$ cat config.mk
export PLATFORM = sky130hd
export DESIGN_NAME = oale_cell
export DESIGN_NICKNAME = d
export VERILOG_FILES = /design/src/design/oale_pkg.sv /design/src/design/oale_cell.sv
export SDC_FILE = /design/constraint.sdc
export NUM_CORES = 1
export LEC_CHECK = 0
export BUFFER_PORTS_ARGS = -buffer_cell sky130_fd_sc_hd__buf_2
export CAP_MARGIN = 10
export CORE_MARGIN = 2
export CORE_UTILIZATION = 25
export CTS_BUF_LIST = sky130_fd_sc_hd__clkbuf_4
export CTS_CLUSTER_SIZE = 40
export DETAILED_ROUTE_END_ITERATION = 8
export PLACE_DENSITY = 0.58
export SKIP_CTS_REPAIR_TIMING = 1
export SYNTH_ARGS = -nofsm -noshare
export SYNTH_HDL_FRONTEND = slang
export SYNTH_SLANG_ARGS = --single-unit
$ cat constraint.sdc
create_clock -name clk -period 5.1 [get_ports clk]
set_input_delay 1.02 -clock clk [delete_from_list [all_inputs] [get_ports clk]]
set_output_delay 1.02 -clock clk [all_outputs]
set_load 0.02 [all_outputs]
$ cat src/design/oale_pkg.sv
// Shared types, codes and constants of the ordered array list engine.
// Used by oale_cell and ordered_array_list_engine_core; depends on nothing.
package oale_pkg;

  localparam int DEPTH_DEF = 64;
  localparam int VAL_W     = 32;
  localparam int CNT_W     = 7;
  localparam int MODE_W    = 4;

  localparam logic [CNT_W-1:0] CAP_RESET = 7'd64;

  // Byte address of the capacity_limit register.
  localparam logic [1:0] CFG_CAP_LIMIT_ADDR = 2'd0;

  // Operation codes of the input items.
  localparam logic [MODE_W-1:0] MODE_INSERT       = 4'd0;
  localparam logic [MODE_W-1:0] MODE_INSERT_FRONT = 4'd1;
  localparam logic [MODE_W-1:0] MODE_INSERT_BACK  = 4'd2;
  localparam logic [MODE_W-1:0] MODE_REMOVE       = 4'd3;
  localparam logic [MODE_W-1:0] MODE_REMOVE_FRONT = 4'd4;
  localparam logic [MODE_W-1:0] MODE_REMOVE_BACK  = 4'd5;
  localparam logic [MODE_W-1:0] MODE_SELECT       = 4'd6;
  localparam logic [MODE_W-1:0] MODE_SEARCH       = 4'd7;
  localparam logic [MODE_W-1:0] MODE_REPLACE      = 4'd8;

  // Commands broadcast to every cell of the chain.
  localparam logic [2:0] CELL_HOLD    = 3'd0;
  localparam logic [2:0] CELL_INSERT  = 3'd1;
  localparam logic [2:0] CELL_REMOVE  = 3'd2;
  localparam logic [2:0] CELL_REPLACE = 3'd3;
  localparam logic [2:0] CELL_ROTATE  = 3'd4;

  typedef struct packed {
    logic [2:0]       op;
    logic [CNT_W-1:0] pos;
    logic [CNT_W-1:0] count;
    logic [VAL_W-1:0] value;
  } cell_cmd_t;

endpackage

$ cat src/design/oale_cell.sv
// One entry of the list: a 32-bit register that loads from its lower or upper
// neighbour, from the broadcast value, or zero, or holds. Depends on oale_pkg.
module oale_cell
  import oale_pkg::*;
#(
  parameter int IDX = 0
) (
  input  logic             clk,
  input  cell_cmd_t        cmd,
  input  logic [VAL_W-1:0] lower,
  input  logic [VAL_W-1:0] upper,
  output logic [VAL_W-1:0] entry
);

  logic [VAL_W-1:0] data_r;
  logic [VAL_W-1:0] data_nxt;

  always_comb begin
    data_nxt = data_r;
    unique case (cmd.op)
      CELL_INSERT: begin
        if (IDX == int'(cmd.pos)) begin
          data_nxt = cmd.value;
        end else if (IDX > int'(cmd.pos) && IDX <= int'(cmd.count)) begin
          data_nxt = lower;
        end
      end
      CELL_REMOVE: begin
        if (IDX >= int'(cmd.pos) && IDX + 1 < int'(cmd.count)) begin
          data_nxt = upper;
        end else if (IDX + 1 == int'(cmd.count)) begin
          // The entry vacated at the top of the list is cleared.
          data_nxt = '0;
        end
      end
      CELL_REPLACE: begin
        if (IDX == int'(cmd.pos)) begin
          data_nxt = cmd.value;
        end
      end
      CELL_ROTATE: begin
        data_nxt = upper;
      end
      default: begin
        data_nxt = data_r;
      end
    endcase
  end

  always_ff @(posedge clk) begin
    data_r <= data_nxt;
  end

  assign entry = data_r;

endmodule

==> reports/qor.csv <==
stage,metric,value,unit
placed_design,post-placement cell count,358,
yosys,#FFs+latches synth,32,
timing,RSZ-0062 raised after global routing,false,
placed_design,pre-CTS WS,1.865,ns
floorplan,Initial Util,26.16,%
timing,Tcrit/Tclk final,55.56,%
timing,Final Max Slew Viols,0,
yosys,count of cell types in the netlist,22,
worst_hold_path,hold crit path type,primary input to flop,
floorplan,Die Area,7881,um2
timing,final hold vios,0,
grt,vias in the first global route,1589,
timing,final setup vio count,0,
worst_setup_path,Setup Crit Path Kind,primary input to flop,
floorplan,core area,6869,um2
route,Routed wire per std cell,13.15,um
worst_setup_path,critical path launch point type,primary input,
finish,Nets,383,
cts,TritonCTS clock tree,yes,
yosys,"Async S/R FF share, synth",0,%
route,WL final,4813,um
route,DR vias,1660,
grt,first-pass GRT wire length,7396,um
yosys,Post-synth EDFFs,32,
finish,fraction of layout cells with a size suffix above 1,60.00,%
worst_setup_path,critical path endpoint category,flop,
route,drc violations,0,
power,Power Dens Cells,228.4,nW/um2
placed_design,global placement routability congestion,0.6402,
yosys,register area share after synthesis,53.48,%
timing,minimum clock period after layout,2.833,ns
worst_setup_path,Critical Path RT,5.11,ns
finish,Reg area,960.9,um2
timing,worst-margin pin slew,0.8275,ns
finish,Fillers,707,
cts,CTS H-tree lvls,2,
power,P_leak,1.012,nW
grt,Tot GR Track Use,12.40,%
cts,root buf cell,clkbuf_4,
grt,largest net degree at the start of global routing,33,
yosys,Yosys top cell by area,edfxtp_1,
timing,setup TNS,0,ns
floorplan,I/O pins,146,
yosys,post-synth net total,271,
finish,n_diodes,0,
grt,"Remaining Overflow, GRT",0,
yosys,cells after synthesis,157,
timing,max_slew headroom,44.83,%
worst_setup_path,crit-path max cell delay,0.74,ns
yosys,"Top FF cell, synth",edfxtp_1,
timing,f_max,352.9,MHz
finish,Largest register FFs,32,
finish,post-route insts no fill,366,
cts,clk slew on worst S/H paths,0.10,ns
cts,clock buffer depth,2,
yosys,mapped cell area,1797,um2
floorplan,chip height,88.78,um
placed_design,port bufs,113,
worst_setup_path,critical path arrival,2.84,ns
route,DR pass1 iterations,4,
finish,multi-input logic area,787.0,um2
route,Post-DRT Antenna Nets,0,
worst_setup_path,CP max stage cell,o31ai_4,
power,VDD IR max,0.06877,mV
floorplan,Die W,88.78,um
floorplan,row count,30,
grt,initial antenna violation count,0,
timing,final hold slack,1.002,ns
cts,TritonCTS Buffers,5,
flow_run,MaxCap Viol Count,0,
finish,synthesis-to-layout area growth,40.67,%
yosys,Yosys Warn Count,0,
cts,CTS sink cnt,32,
yosys,synth top area cells,"edfxtp_1 (53%), o21ai_2 (15%), a22oi_1 (13%)",
worst_setup_path,CP max FO,17,
route,initial DRC count,54,
yosys,Post-Syn Area per Cell,11.44,um2
worst_setup_path,CP Cell Sequence,"buf_2, nor4_2, nand2_1, o31ai_4, buf_4",
placed_design,DP Wirelength,3576,um
yosys,top cell type's share of synthesized area,53.48,%
power,overall power,577.3,uW
outcome,status,"complete, no violations",
route,Via density,4.536,
timing,final setup margin,2.267,ns
==> path summary, 6_finish.rpt <==
check / start / to / slack (ns) / cells after the start
max: cmd[42] / entry[15] / 2.27 / 5
min: cmd[28] / entry[28] / 1.00 / 3
==> metrics by stage <==
stage | utilization [%] | instance area (um2)
4_1_cts | 36.79 | 2527
5_1_grt | 36.79 | 2527
6_report | 36.79 | 2527
2_1_floorplan | - | 1797
3_5_place_dp | 35.97 | 2471
3_3_place_gp | 35.97 | 2471
==> Yosys cell counts (all sizes together), types with 2 or more instances <==
cell,number
edfxtp,32
clkbuf,10
nand2,33
buf,3
o21ai,32
nor4,2
a22oi,32
==> kinds of logic after synthesis <==
logic type             after synthesis  synth area share [%]
AOI/OAI and AO/OA                   68                 30.85
buffers and inverters               13                 3.969
DFF                                 32                 53.48
and+or+nand+nor                     44                 11.70
==> worst max-delay path: cells and delay by family <==
family,cells,cell delay [ns]
AOI/OAI and AO/OA,1,0.74
and+or+nand+nor,2,0.59
buffers and inverters,2,0.49
==> routing by layer <==
| layer | global-route usage (%) | wire [um] | vias to the layer above |
|---|---|---|---|
| met3 | 3.918 | 419 | 7 |
| met1 | 15.79 | 2073 | 745 |
| met2 | 19.88 | 2240 | 69 |
| met4 | 4.270 | 80 | 0 |
| met5 | 0 | 0 | - |
| li1 | - | - | 839 |
==> final cells by class <==
| type | instances | area share (%) |
|---|---|---|
| clock buffer | 7 | 2.079 |
| sequential | 32 | 38.02 |
| clock inverter | 1 | 0.1485 |
| tap | 96 | 4.752 |
| timing repair buffer | 118 | 23.86 |
| multi-input combinational | 112 | 31.14 |
==> report_power, final <==
part	switching (mW)	total (mW)	internal (mW)
Combinational	0.0703	0.123	0.0523
Sequential	0.00299	0.308	0.305
Clock	0.0830	0.147	0.0637
Total	0.156	0.577	0.421
==> placed cells by master (no fill, tap or decap), types with 2 or more instances in the layout <==
master,n
a22oi_1,32
buf_2,113
edfxtp_1,32
nand2_1,33
o21ai_1,2
clkbuf_4,7
o21ai_2,30
buf_4,5
(Power assumes the default switching activity.)
